[src/rtl/dtq_pkg.sv]
`timescale 1ns / 1ps
// ----------------------------------------------------------------------------
// dtq_pkg
// Shared codes, types and constants of the deadline timer queue.
// ----------------------------------------------------------------------------
package dtq_pkg;

   localparam int TimeW  = 32;
   localparam int MaxOut = 16;

   localparam logic [1:0] OP_ADD    = 2'd0;
   localparam logic [1:0] OP_CANCEL = 2'd1;
   localparam logic [1:0] OP_TICK   = 2'd2;
   localparam logic [1:0] OP_UNUSED = 2'd3;

   localparam logic [1:0] KIND_ADDED   = 2'd0;
   localparam logic [1:0] KIND_EXPIRED = 2'd1;
   localparam logic [1:0] KIND_FULL    = 2'd2;

   typedef struct packed {
      logic [1:0]       op;
      logic [TimeW-1:0] arg;
   } cmd_type;

   typedef struct packed {
      logic    valid;
      cmd_type cmd;
   } queue_head_type;

   typedef enum logic [1:0] {
      ST_IDLE,
      ST_CANCEL,
      ST_SCAN,
      ST_FLUSH
   } state_type;

endpackage

[src/rtl/dtq_front.sv]
`timescale 1ns / 1ps
// ----------------------------------------------------------------------------
// dtq_front
// Accepts items, drops unknown ops, selects the operand and queues commands.
// ----------------------------------------------------------------------------
module dtq_front (
   input  logic                    clock,
   input  logic                    reset,
   input  logic                    req_tvalid,
   output logic                    req_tready,
   input  logic [95:0]             req_tdata,
   input  logic [1:0]              req_tuser,
   output dtq_pkg::queue_head_type head,
   input  logic                    pop
);

   dtq_pkg::cmd_type mem_ff [2];
   logic             wr_ptr_ff, wr_ptr_in;
   logic             rd_ptr_ff, rd_ptr_in;
   logic [1:0]       cnt_ff, cnt_in;
   dtq_pkg::cmd_type cmd;
   logic             push;

   always_comb begin
      cmd.op = req_tuser;
      unique case (req_tuser)
         dtq_pkg::OP_ADD:    cmd.arg = req_tdata[31:0];
         dtq_pkg::OP_CANCEL: cmd.arg = req_tdata[63:32];
         default:            cmd.arg = req_tdata[95:64];
      endcase
   end

   assign req_tready = (cnt_ff != 2'd2);
   assign push = req_tvalid && req_tready && (req_tuser != dtq_pkg::OP_UNUSED);
   assign head.valid = (cnt_ff != 2'd0);
   assign head.cmd = mem_ff[rd_ptr_ff];

   always_comb begin
      wr_ptr_in = wr_ptr_ff ^ push;
      rd_ptr_in = rd_ptr_ff ^ pop;
      cnt_in = cnt_ff + {1'b0, push} - {1'b0, pop};
   end

   always_ff @(posedge clock) begin
      if (reset) begin
         wr_ptr_ff <= 1'b0;
         rd_ptr_ff <= 1'b0;
         cnt_ff <= 2'd0;
      end else begin
         wr_ptr_ff <= wr_ptr_in;
         rd_ptr_ff <= rd_ptr_in;
         cnt_ff <= cnt_in;
      end
   end

   always_ff @(posedge clock) begin
      if (push) begin
         mem_ff[wr_ptr_ff] <= cmd;
      end
   end

endmodule

[src/rtl/dtq_back.sv]
`timescale 1ns / 1ps
// ----------------------------------------------------------------------------
// dtq_back
// Holds the packed timer table and carries out add, cancel and tick commands.
// ----------------------------------------------------------------------------
module dtq_back #(
   parameter int CAPACITY = 16
) (
   input  logic                    clock,
   input  logic                    reset,
   input  dtq_pkg::queue_head_type head,
   output logic                    pop,
   output logic                    rsp_tvalid,
   input  logic                    rsp_tready,
   output logic [31:0]             rsp_tdata,
   output logic [1:0]              rsp_tuser,
   output logic                    rsp_tlast
);

   localparam int IW = $clog2(CAPACITY);
   localparam int CW = $clog2(CAPACITY + 1);
   localparam int EW = $clog2(dtq_pkg::MaxOut + 1);

   logic [31:0] dl_ff [CAPACITY];
   logic [31:0] id_ff [CAPACITY];

   dtq_pkg::state_type state_ff, state_in;
   logic [CW-1:0] count_ff, count_in;
   logic [CW-1:0] idx_ff, idx_in;
   logic [31:0]   time_ff, time_in;
   logic [31:0]   idc_ff, idc_in;
   logic [31:0]   arg_ff, arg_in;
   logic [IW-1:0] best_ff, best_in;
   logic [31:0]   best_dl_ff, best_dl_in;
   logic          found_ff, found_in;
   logic [31:0]   pend_ff, pend_in;
   logic          have_pend_ff, have_pend_in;
   logic [EW-1:0] emit_ff, emit_in;
   logic          out_valid_ff, out_valid_in;
   logic [1:0]    out_kind_ff, out_kind_in;
   logic [31:0]   out_id_ff, out_id_in;
   logic          out_last_ff, out_last_in;

   logic          out_free;
   logic          wr_en, rm_en;
   logic [IW-1:0] rm_idx;
   logic [32:0]   sum;
   logic [31:0]   new_dl;
   logic [31:0]   cur_dl, cur_id;

   assign out_free = !out_valid_ff || rsp_tready;
   assign sum = {1'b0, time_ff} + {1'b0, head.cmd.arg};
   assign new_dl = sum[32] ? 32'hFFFF_FFFF : sum[31:0];
   assign cur_dl = dl_ff[idx_ff[IW-1:0]];
   assign cur_id = id_ff[idx_ff[IW-1:0]];

   always_comb begin
      state_in = state_ff;
      count_in = count_ff;
      idx_in = idx_ff;
      time_in = time_ff;
      idc_in = idc_ff;
      arg_in = arg_ff;
      best_in = best_ff;
      best_dl_in = best_dl_ff;
      found_in = found_ff;
      pend_in = pend_ff;
      have_pend_in = have_pend_ff;
      emit_in = emit_ff;
      out_valid_in = out_valid_ff && !rsp_tready;
      out_kind_in = out_kind_ff;
      out_id_in = out_id_ff;
      out_last_in = out_last_ff;
      pop = 1'b0;
      wr_en = 1'b0;
      rm_en = 1'b0;
      rm_idx = idx_ff[IW-1:0];
      unique case (state_ff)
         dtq_pkg::ST_IDLE: begin
            if (head.valid) begin
               priority if (head.cmd.op == dtq_pkg::OP_ADD) begin
                  if (out_free) begin
                     pop = 1'b1;
                     out_valid_in = 1'b1;
                     out_last_in = 1'b1;
                     if (count_ff == CW'(CAPACITY)) begin
                        out_kind_in = dtq_pkg::KIND_FULL;
                        out_id_in = 32'd0;
                     end else begin
                        wr_en = 1'b1;
                        count_in = count_ff + CW'(1);
                        idc_in = idc_ff + 32'd1;
                        out_kind_in = dtq_pkg::KIND_ADDED;
                        out_id_in = idc_ff + 32'd1;
                     end
                  end
               end else if (head.cmd.op == dtq_pkg::OP_CANCEL) begin
                  pop = 1'b1;
                  arg_in = head.cmd.arg;
                  idx_in = '0;
                  state_in = dtq_pkg::ST_CANCEL;
               end else begin
                  pop = 1'b1;
                  arg_in = head.cmd.arg;
                  time_in = head.cmd.arg;
                  idx_in = '0;
                  found_in = 1'b0;
                  have_pend_in = 1'b0;
                  emit_in = '0;
                  state_in = dtq_pkg::ST_SCAN;
               end
            end
         end
         dtq_pkg::ST_CANCEL: begin
            if (idx_ff == count_ff) begin
               state_in = dtq_pkg::ST_IDLE;
            end else if (cur_id == arg_ff) begin
               rm_en = 1'b1;
               count_in = count_ff - CW'(1);
            end else begin
               idx_in = idx_ff + CW'(1);
            end
         end
         dtq_pkg::ST_SCAN: begin
            if (idx_ff == count_ff) begin
               if (found_ff) begin
                  if (!have_pend_ff || out_free) begin
                     if (have_pend_ff) begin
                        out_valid_in = 1'b1;
                        out_kind_in = dtq_pkg::KIND_EXPIRED;
                        out_id_in = pend_ff;
                        out_last_in = 1'b0;
                     end
                     pend_in = id_ff[best_ff];
                     have_pend_in = 1'b1;
                     rm_en = 1'b1;
                     rm_idx = best_ff;
                     count_in = count_ff - CW'(1);
                     emit_in = emit_ff + EW'(1);
                     idx_in = '0;
                     found_in = 1'b0;
                     if (emit_ff == EW'(dtq_pkg::MaxOut - 1)) begin
                        state_in = dtq_pkg::ST_FLUSH;
                     end
                  end
               end else if (have_pend_ff) begin
                  state_in = dtq_pkg::ST_FLUSH;
               end else begin
                  state_in = dtq_pkg::ST_IDLE;
               end
            end else begin
               if (cur_dl <= arg_ff && (!found_ff || cur_dl < best_dl_ff)) begin
                  found_in = 1'b1;
                  best_in = idx_ff[IW-1:0];
                  best_dl_in = cur_dl;
               end
               idx_in = idx_ff + CW'(1);
            end
         end
         dtq_pkg::ST_FLUSH: begin
            if (out_free) begin
               out_valid_in = 1'b1;
               out_kind_in = dtq_pkg::KIND_EXPIRED;
               out_id_in = pend_ff;
               out_last_in = 1'b1;
               state_in = dtq_pkg::ST_IDLE;
            end
         end
         default: state_in = dtq_pkg::ST_IDLE;
      endcase
   end

   always_ff @(posedge clock) begin
      if (reset) begin
         state_ff <= dtq_pkg::ST_IDLE;
         count_ff <= '0;
         time_ff <= 32'd0;
         idc_ff <= 32'd0;
         out_valid_ff <= 1'b0;
         found_ff <= 1'b0;
         have_pend_ff <= 1'b0;
         emit_ff <= '0;
         idx_ff <= '0;
      end else begin
         state_ff <= state_in;
         count_ff <= count_in;
         time_ff <= time_in;
         idc_ff <= idc_in;
         out_valid_ff <= out_valid_in;
         found_ff <= found_in;
         have_pend_ff <= have_pend_in;
         emit_ff <= emit_in;
         idx_ff <= idx_in;
      end
   end

   always_ff @(posedge clock) begin
      arg_ff <= arg_in;
      best_ff <= best_in;
      best_dl_ff <= best_dl_in;
      pend_ff <= pend_in;
      out_kind_ff <= out_kind_in;
      out_id_ff <= out_id_in;
      out_last_ff <= out_last_in;
   end

   always_ff @(posedge clock) begin
      for (int i = 0; i < CAPACITY; i++) begin
         if (rm_en && IW'(i) >= rm_idx && i < CAPACITY - 1) begin
            dl_ff[i] <= dl_ff[i + 1];
            id_ff[i] <= id_ff[i + 1];
         end else if (wr_en && IW'(i) == count_ff[IW-1:0]) begin
            dl_ff[i] <= new_dl;
            id_ff[i] <= idc_ff + 32'd1;
         end
      end
   end

   assign rsp_tvalid = out_valid_ff;
   assign rsp_tdata = out_id_ff;
   assign rsp_tuser = out_kind_ff;
   assign rsp_tlast = out_last_ff;

endmodule

[src/rtl/deadline_timer_queue.sv]
`timescale 1ns / 1ps
// ----------------------------------------------------------------------------
// deadline_timer_queue
// One-shot deadline timer table with add, cancel and tick commands.
// ----------------------------------------------------------------------------
// Usage:
//   req channel: tuser carries the op (add, cancel, tick); tdata carries
//   delay, cancel id and now. Unknown ops are accepted and dropped.
//   rsp channel: tuser carries the kind (added, expired, full), tdata the
//   task id, tlast marks the final result of one command.
//   A two-entry command queue decouples the request side from the engine.
//   Add: the result is registered, one add per cycle unless the receiver stalls.
//   Cancel: one table entry per cycle, no result.
//   Tick: a dispatch step, then one pass over the live entries per
//   expired task, plus one final pass unless 16 fired, and a flush step
//   for the last item; at most 16 tasks fire per tick.
//   The sequential scan of the table sets the rate of ticks and cancels.
//   Reset empties the table and clears time and the id counter.
//   A stalled receiver holds the engine; the command queue then fills and
//   req_tready drops.
// ----------------------------------------------------------------------------
module deadline_timer_queue #(
   parameter int CAPACITY = 16
) (
   input  logic        clock,
   input  logic        reset,
   input  logic        req_tvalid,
   output logic        req_tready,
   input  logic [95:0] req_tdata,   // delay[31:0], cancel_id[63:32], now[95:64]
   input  logic [1:0]  req_tuser,   // op[1:0]
   output logic        rsp_tvalid,
   input  logic        rsp_tready,
   output logic [31:0] rsp_tdata,   // task_id[31:0]
   output logic [1:0]  rsp_tuser,   // kind[1:0]
   output logic        rsp_tlast
);

   dtq_pkg::queue_head_type head;
   logic                    pop;

   dtq_front u_front (
      .clock      (clock),
      .reset      (reset),
      .req_tvalid (req_tvalid),
      .req_tready (req_tready),
      .req_tdata  (req_tdata),
      .req_tuser  (req_tuser),
      .head       (head),
      .pop        (pop)
   );

   dtq_back #(
      .CAPACITY (CAPACITY)
   ) u_back (
      .clock      (clock),
      .reset      (reset),
      .head       (head),
      .pop        (pop),
      .rsp_tvalid (rsp_tvalid),
      .rsp_tready (rsp_tready),
      .rsp_tdata  (rsp_tdata),
      .rsp_tuser  (rsp_tuser),
      .rsp_tlast  (rsp_tlast)
   );

endmodule

[config.mk]
export PLATFORM = sky130hd
export DESIGN_NAME = deadline_timer_queue
export DESIGN_NICKNAME = d
export VERILOG_FILES = /design/src/rtl/dtq_pkg.sv /design/src/rtl/dtq_front.sv /design/src/rtl/dtq_back.sv /design/src/rtl/deadline_timer_queue.sv
export SDC_FILE = /design/constraint.sdc
export NUM_CORES = 2
export LEC_CHECK = 0
export BUFFER_PORTS_ARGS = -buffer_cell sky130_fd_sc_hd__buf_2
export CAP_MARGIN = 10
export CORE_MARGIN = 8
export CORE_UTILIZATION = 40
export CTS_BUF_LIST = sky130_fd_sc_hd__clkbuf_2
export DETAILED_ROUTE_END_ITERATION = 8
export SLEW_MARGIN = 20
export SYNTH_ARGS = -nofsm -noshare
export SYNTH_HDL_FRONTEND = slang
export SYNTH_SLANG_ARGS = --single-unit
[constraint.sdc]
create_clock -name clock -period 9 [get_ports clock]
set_input_delay 0.9 -clock clock [delete_from_list [all_inputs] [get_ports clock]]
set_output_delay 0.9 -clock clock [all_outputs]
set_load 0.1 [all_outputs]
# --- Word level (Yosys, flattened, before mapping) ---
# Memory sizes are Yosys's and may differ from the RTL's. A register that Yosys moved wholly into a read port is not among the register bits.
# Index checks and enable logic that the tools add are counted.
op_classes:
  addsub: 8
  order_cmp: 17
  n_eq_ne: 46
  muxes: 225
  bitwise: 36
  n_reduce_logical: 64
ops:
  columns: ["operator", "n"]
  rows:
  - ["2-to-1 mux 32 bit", 42]
  - ["2-to-1 mux 1 bit", 120]
  - ["2-to-1 mux 5 bit", 22]
  - ["case mux 32 bit (3 select lines)", 1]
  - ["case mux 32 bit (2 select lines)", 1]
  - ["OR reduction 32 bit", 2]
  - ["2-to-1 mux 4 bit", 10]
  - ["2-to-1 mux 2 bit", 19]
  - ["logical AND 1 bit", 35]
  - ["adder 32 x 32 -> 33 bit", 1]
  - ["adder 32 x 1 -> 32 bit, second input constant", 1]
  - ["equality test 32 bit", 1]
  - ["equality test 4 bit, first input constant", 8]
  - ["less-or-equal comparator 32 bit", 1]
  - ["< comparator 32 bit", 1]
  - ["OR 1 bit", 30]
  - ["case mux 5 bit (3 select lines)", 2]
  - [">= comparator 4 bit, first input constant", 7]
  - ["AND reduction 7 bit", 4]
  - ["inequality test 2 x 1 -> 1 bit, second input constant", 9]
  - ["equality test 3 x 4 -> 1 bit, first input constant", 4]
  - [">= comparator 3 x 4 -> 1 bit, first input constant", 4]
  - ["inequality test 2 bit, second input constant", 8]
  - ["adder 5 x 1 -> 5 bit, second input constant", 3]
  - ["33 further kinds", 60]
totals:
  ff_bits: 191
  ramBits: 1092
  in_bits: 102
  out_inout_bits: 37
  elab_cells: 417
  n_memories: 3
mem_list:
  columns: ["name", "words", "width", "rd", "rd_ports_with_merged_regs", "write_ports", "line", "source"]
  rows:
  - ["u_back.dl_ff", 16, 32, 16, 1, 15, "dtq_back.sv:24", "logic [31:0] dl_ff [CAPACITY];"]
  - ["u_back.id_ff", 16, 32, 17, 2, 15, "dtq_back.sv:25", "logic [31:0] id_ff [CAPACITY];"]
  - ["u_front.mem_ff", 2, 34, 1, 1, 1, "dtq_front.sv:17", "dtq_pkg::cmd_type mem_ff [2];"]

# --- Depth between registers and ports, before layout ---
depth:
  ltp_word: 13
  depth_mapped: 21
  depth_no_buf: 14

# --- By module ---
# A second synthesis with hierarchy kept.
unflattened:
  hier_cells: 4484
  area_unflattened_um2: 70855.5
by_module_without_submodules:
  columns: ["mod", "instances", "cells_per_inst", "area_each_um2"]
  rows:
  - ["dtq_back", 1, 4248, 67458.4]
  - ["dtq_front", 1, 236, 3397.0]

# --- Worst setup path before layout ---
# Ideal clock, no wire load.
synth_timing:
  kind: "input-to-reg"
  from: "in rsp_tready"
  to: "mem u_back.dl_ff[6][0], enable pin"
  arrival_time_ps: 8113
  required_time_ps: 8426
  setup_slack_ps: 313
  path_stages: 11
  path_cell_list: "nand3b_1 > nand2_1 > or4_1 > clkbuf_1 > clkbuf_1 > inv_1 > nand2_1 > or2_2 > and2_1 > buf_6 > o21ai_0"
synth_lines:
  columns: ["element", "line", "source"]
  rows:
  - ["from (decl)", "deadline_timer_queue.sv:32", "input logic rsp_tready,"]
  - ["to (decl)", "dtq_back.sv:24", null]

==> out/summary.txt <==
GLOBAL ROUTING
--------------------------------------------------------------------------------------
Met3 track demand over resource in global routing .......................        5.47%
Via count of the first global-routing pass ..............................       47,700
GRT met2 Usage ..........................................................        39.6%
Overall overflow remaining after global route ...........................            0
First-pass GRT wire length ..............................................       342 mm
M1 GR Usage .............................................................        30.6%
Global-route layer with the greatest usage ..............................         met2
Maximum number of pins on one net before global-route repair ............          104
Total global routing track utilization ..................................        24.3%
Initial antenna violation count .........................................           12

STA
--------------------------------------------------------------------------------------
Setup repair after global routing missed its margin .....................        false
Setup TNS ...............................................................         0 ns
Pin slew with the least headroom to its limit ...........................      1.27 ns
Number of pins with negative max-slew slack in the final report .........            0
Tmin final ..............................................................      6.78 ns
Final Worst Setup Slack .................................................      2.22 ns
Worst max-slew margin expressed relative to the limit ...................        15.0%
Post-route clock period utilization .....................................        75.3%
Final setup violation count .............................................            0
Clock skew ..............................................................     0.178 ns
Achievable frequency ....................................................      148 MHz
Hold Fails Final Rpt ....................................................            0

CLOCKING
--------------------------------------------------------------------------------------
CTS hold repair buffers .................................................          203
Number of levels the H-tree was split into ..............................            5
Number of buffers created by CTS ........................................          363
Clock insertion delay at the later pin of the skew report ...............      1.83 ns
Maximum clock path buffer count .........................................            4
Root buffer selected by CTS ............................................. sky130_fd_sc_hd__clkbuf_2
Number of setup buffers added after CTS .................................            0
Clock-pin transition on the worst setup and hold timing paths ...........      0.10 ns
Cts repair resizes ......................................................            0
CTS tree ................................................................        built
Clk sink count ..........................................................        1,319

POWER
--------------------------------------------------------------------------------------
PwrDens .................................................................   213 nW/um2
Overall power ...........................................................      17.0 mW
Leak pwr ................................................................      27.4 nW
Worst IR drop on VDD ....................................................     0.182 mV

PLACE
--------------------------------------------------------------------------------------
Global placement routability congestion .................................        0.874
Pre-CTS setup slack .....................................................      2.34 ns
Port-buffer cells .......................................................          138
Hpwl dp .................................................................       137 mm
Post-placement cell area ................................................   74,600 um2
Number of placed instances with taps included ...........................        6,834

WORST SETUP PATH
--------------------------------------------------------------------------------------
Critical R2R Capture .................................................... u_back.id_ff[5][4]$_DFFE_PP_
Critical path endpoint category .........................................         flop
R2R depth ...............................................................           12
Maximum fanout count along the critical path ............................           33
Startpoint types ........................................................         flop
Worst Path Required .....................................................     10.45 ns
Path type of the worst setup path .......................................   reg -> reg
Critical path destination ............................................... u_back.id_ff[5][4]$_DFFE_PP_
Slack of the worst reg-to-reg path ......................................      2.22 ns
WP data arrival .........................................................      8.23 ns

DRT
--------------------------------------------------------------------------------------
DR pass1 iterations .....................................................            5
Count of vias placed by the detailed router .............................       46,800
Number of routed nets with antenna violations ...........................            0
Residual DRC count ......................................................            0
Detailed Route WL .......................................................       239 mm
Average routed wire per standard cell ...................................      31.2 um
Avg Vias per Cell .......................................................         6.11
Drt first-iter violations ...............................................        4,563

SYNTHESIS
--------------------------------------------------------------------------------------
Post-synthesis average cell area ........................................     15.6 um2
Post-synth ARST share ...................................................           0%
Cell count after synthesis ..............................................        4,565
Total of warnings raised by yosys .......................................            0
Number of synthesized register bits .....................................        1,319
Area of the mapped netlist ..............................................   71,200 um2
Synthesized net count ...................................................        4,779
Portion of the post-synthesis area used by sequential elements ..........        54.3%
Number of enable-type register cells in the synthesized netlist .........        1,227
Number of distinct standard cells referenced by the synthesized netlist .           86
Prevailing post-synth register cell ..................................... sky130_fd_sc_hd__edfxtp_1

FLOORPLAN
--------------------------------------------------------------------------------------
Std-Cell Rows ...........................................................          155
Boundary pin count ......................................................          139
Die W ...................................................................       438 um
Starting Density ........................................................        40.1%
Vertical die dimension ..................................................       438 um
Standard cell core area .................................................  178,000 um2
Area of the die .........................................................  192,000 um2

FLOW RUN
--------------------------------------------------------------------------------------
# Max-Cap Violations ....................................................            0

FINAL LAYOUT
--------------------------------------------------------------------------------------
Final-stage net count ...................................................        5,261
Fraction of final layout cells with drive strength greater than 1 .......        42.2%
Final non-filler cell area ..............................................   79,600 um2
Area used by multi-input combinational logic ............................   30,800 um2
FF+latch area ...........................................................   38,700 um2
Final cell count without fillers ........................................        7,658
Synth-to-layout area growth .............................................        11.7%
Fill cell instance count of the final layout ............................       15,900

MIN PATH
--------------------------------------------------------------------------------------
Worst min-delay path category ...........................................    in -> reg

RUN STATUS
--------------------------------------------------------------------------------------
Run status .............................................................. finished, final reports clean

## cells in the final DEF (no fill, tap or decap), drive strengths merged, types with 15 or more instances in the layout
master and instances:
o21ai 104, nand3 31, xnor2 81, mux2i 130, nand2 168, nor2b 25
ha 110, nor2 145, dlygate4sd3 203, clkinv 64, buf 260, diode 17
o22ai 20, mux4 405, nor3 82, edfxtp 1227, a21oi 87, a211oi 15
a21o 38, xor2 38, nand4 34, dfxtp 92, mux2 1026, clkbuf 533
nand2b 26, a22o 36, inv 99, and3 21
## synth_stat cells (all sizes together), types with 4 or more instances
master	count	share of area (%)
o21a	13	0.14
o31ai	6	0.063
o21bai	6	0.063
edfxtp	1227	52
nor2b	25	0.22
o211ai	8	0.084
xor2	38	0.47
o32ai	5	0.061
a31o	4	0.049
nand3b	4	0.042
nor3	82	0.58
mux4	405	13
o21ai	104	0.75
and3	21	0.18
a211oi	15	0.16
ha	110	1.9
o31a	4	0.049
a22o	36	0.44
o22ai	20	0.18
inv	93	0.49
a22oi	12	0.13
xnor2	81	1.0
mux2i	130	1.8
clkbuf	178	0.94
a21o	38	0.40
a21oi	87	0.62
nor2	145	0.77
nand2	168	0.89
a31oi	11	0.097
mux2	1026	17
nand3	31	0.22
nor3b	4	0.042
a21boi	6	0.063
or3	12	0.11
nand4	34	0.32
nand2b	26	0.23
a2111oi	7	0.086
dfxtp	92	2.6
and4	4	0.049
or2	11	0.097
a221oi	13	0.17
and2	7	0.061
buf	168	1.6
nor4	8	0.070
## worst max-delay path, cell delays in order (launching register included)
cell	delay, ns
sky130_fd_sc_hd__dfxtp_4	0.89
sky130_fd_sc_hd__buf_12	0.34
sky130_fd_sc_hd__nand2b_1	0.65
sky130_fd_sc_hd__o22ai_1	0.16
sky130_fd_sc_hd__a221oi_1	0.70
sky130_fd_sc_hd__xnor2_1	0.11
sky130_fd_sc_hd__a2111oi_0	0.51
sky130_fd_sc_hd__and4_1	0.44
sky130_fd_sc_hd__nand4_1	0.15
sky130_fd_sc_hd__and2_1	0.42
sky130_fd_sc_hd__o21ai_4	1.07
sky130_fd_sc_hd__buf_4	0.57
sky130_fd_sc_hd__mux2_4	0.34
## power breakdown
group          switching [mW]  internal [mW]  leakage, nW
combinational            3.64           1.57         13.1
clock                    2.65           1.55         2.36
sequential              0.331           7.21         12.0
total                    6.62           10.3         27.4
## metrics by stage
step	hold WS, ns	utilization, %
detailed placement	0.469	42.0
finish	0.329	44.8
global placement	0.458	42.0
CTS	0.0388	44.8
floorplan	0.439	-
global route	0.235	44.8
## logic make-up (layout without fill, tap and decap cells)
| group | Yosys count | count (layout) | synth area share, % |
|---|---|---|---|
| other | 0 | 17 | 0 |
| DFF | 1319 | 1319 | 54.3 |
| muxes | 1561 | 1561 | 31.2 |
| buffers and inverters | 439 | 1160 | 3.03 |
| AOI/OAI and AO/OA | 422 | 422 | 3.94 |
| adders and majority gates | 112 | 112 | 1.99 |
| and+or+nand+nor | 593 | 593 | 4.06 |
| xor gates and xnor gates | 119 | 119 | 1.46 |
## how the worst min path moves through the flow
stage,startpoint,endpoint,slack (ns),cells past startpoint
floorplan,u_back.emit_ff[3]$_SDFFE_PP0P_,u_back.emit_ff[3]$_SDFFE_PP0P_,0.44,1
global placement,u_back.emit_ff[3]$_SDFFE_PP0P_,u_back.emit_ff[3]$_SDFFE_PP0P_,0.46,1
detailed placement,u_back.emit_ff[3]$_SDFFE_PP0P_,u_back.emit_ff[3]$_SDFFE_PP0P_,0.47,1
CTS,rsp_tready,u_front.rd_ptr_ff$_SDFF_PP0_,0.04,6
global route,rsp_tready,u_front.rd_ptr_ff$_SDFF_PP0_,0.23,6
finish,rsp_tready,u_front.rd_ptr_ff$_SDFF_PP0_,0.33,6
## cell type report
type,instances,share of cell area (%)
multi-input cells,2807,38.7
inverters,93,0.442
clock inverters,71,0.351
diodes,17,0.0534
flip-flops and latches,1319,48.6
repair buffers,463,4.79
clock buffers,533,3.35
well taps,2355,3.70
## per-layer routing
metal	part of all wire, %	routed length [um]
met1	40	94700
met2	48	114000
met3	7.6	18200
met4	5.1	12200
met5	0.0054	13
## state kept, by name, summed over array words and instances (netlist names), 4 cells and up, named ones only
register	flops
u_back.best_dl_ff	32
u_back.best_ff	4
u_front.mem_ff	68
u_back.idx_ff	5
u_back.idc_ff	32
u_back.arg_ff	32
u_back.rsp_tdata	32
u_back.id_ff	512
u_back.dl_ff	512
u_back.emit_ff	5
u_back.pend_ff	32
u_back.count_ff	5
u_back.time_ff	32
No activity file was read; power rests on OpenSTA's default activity.
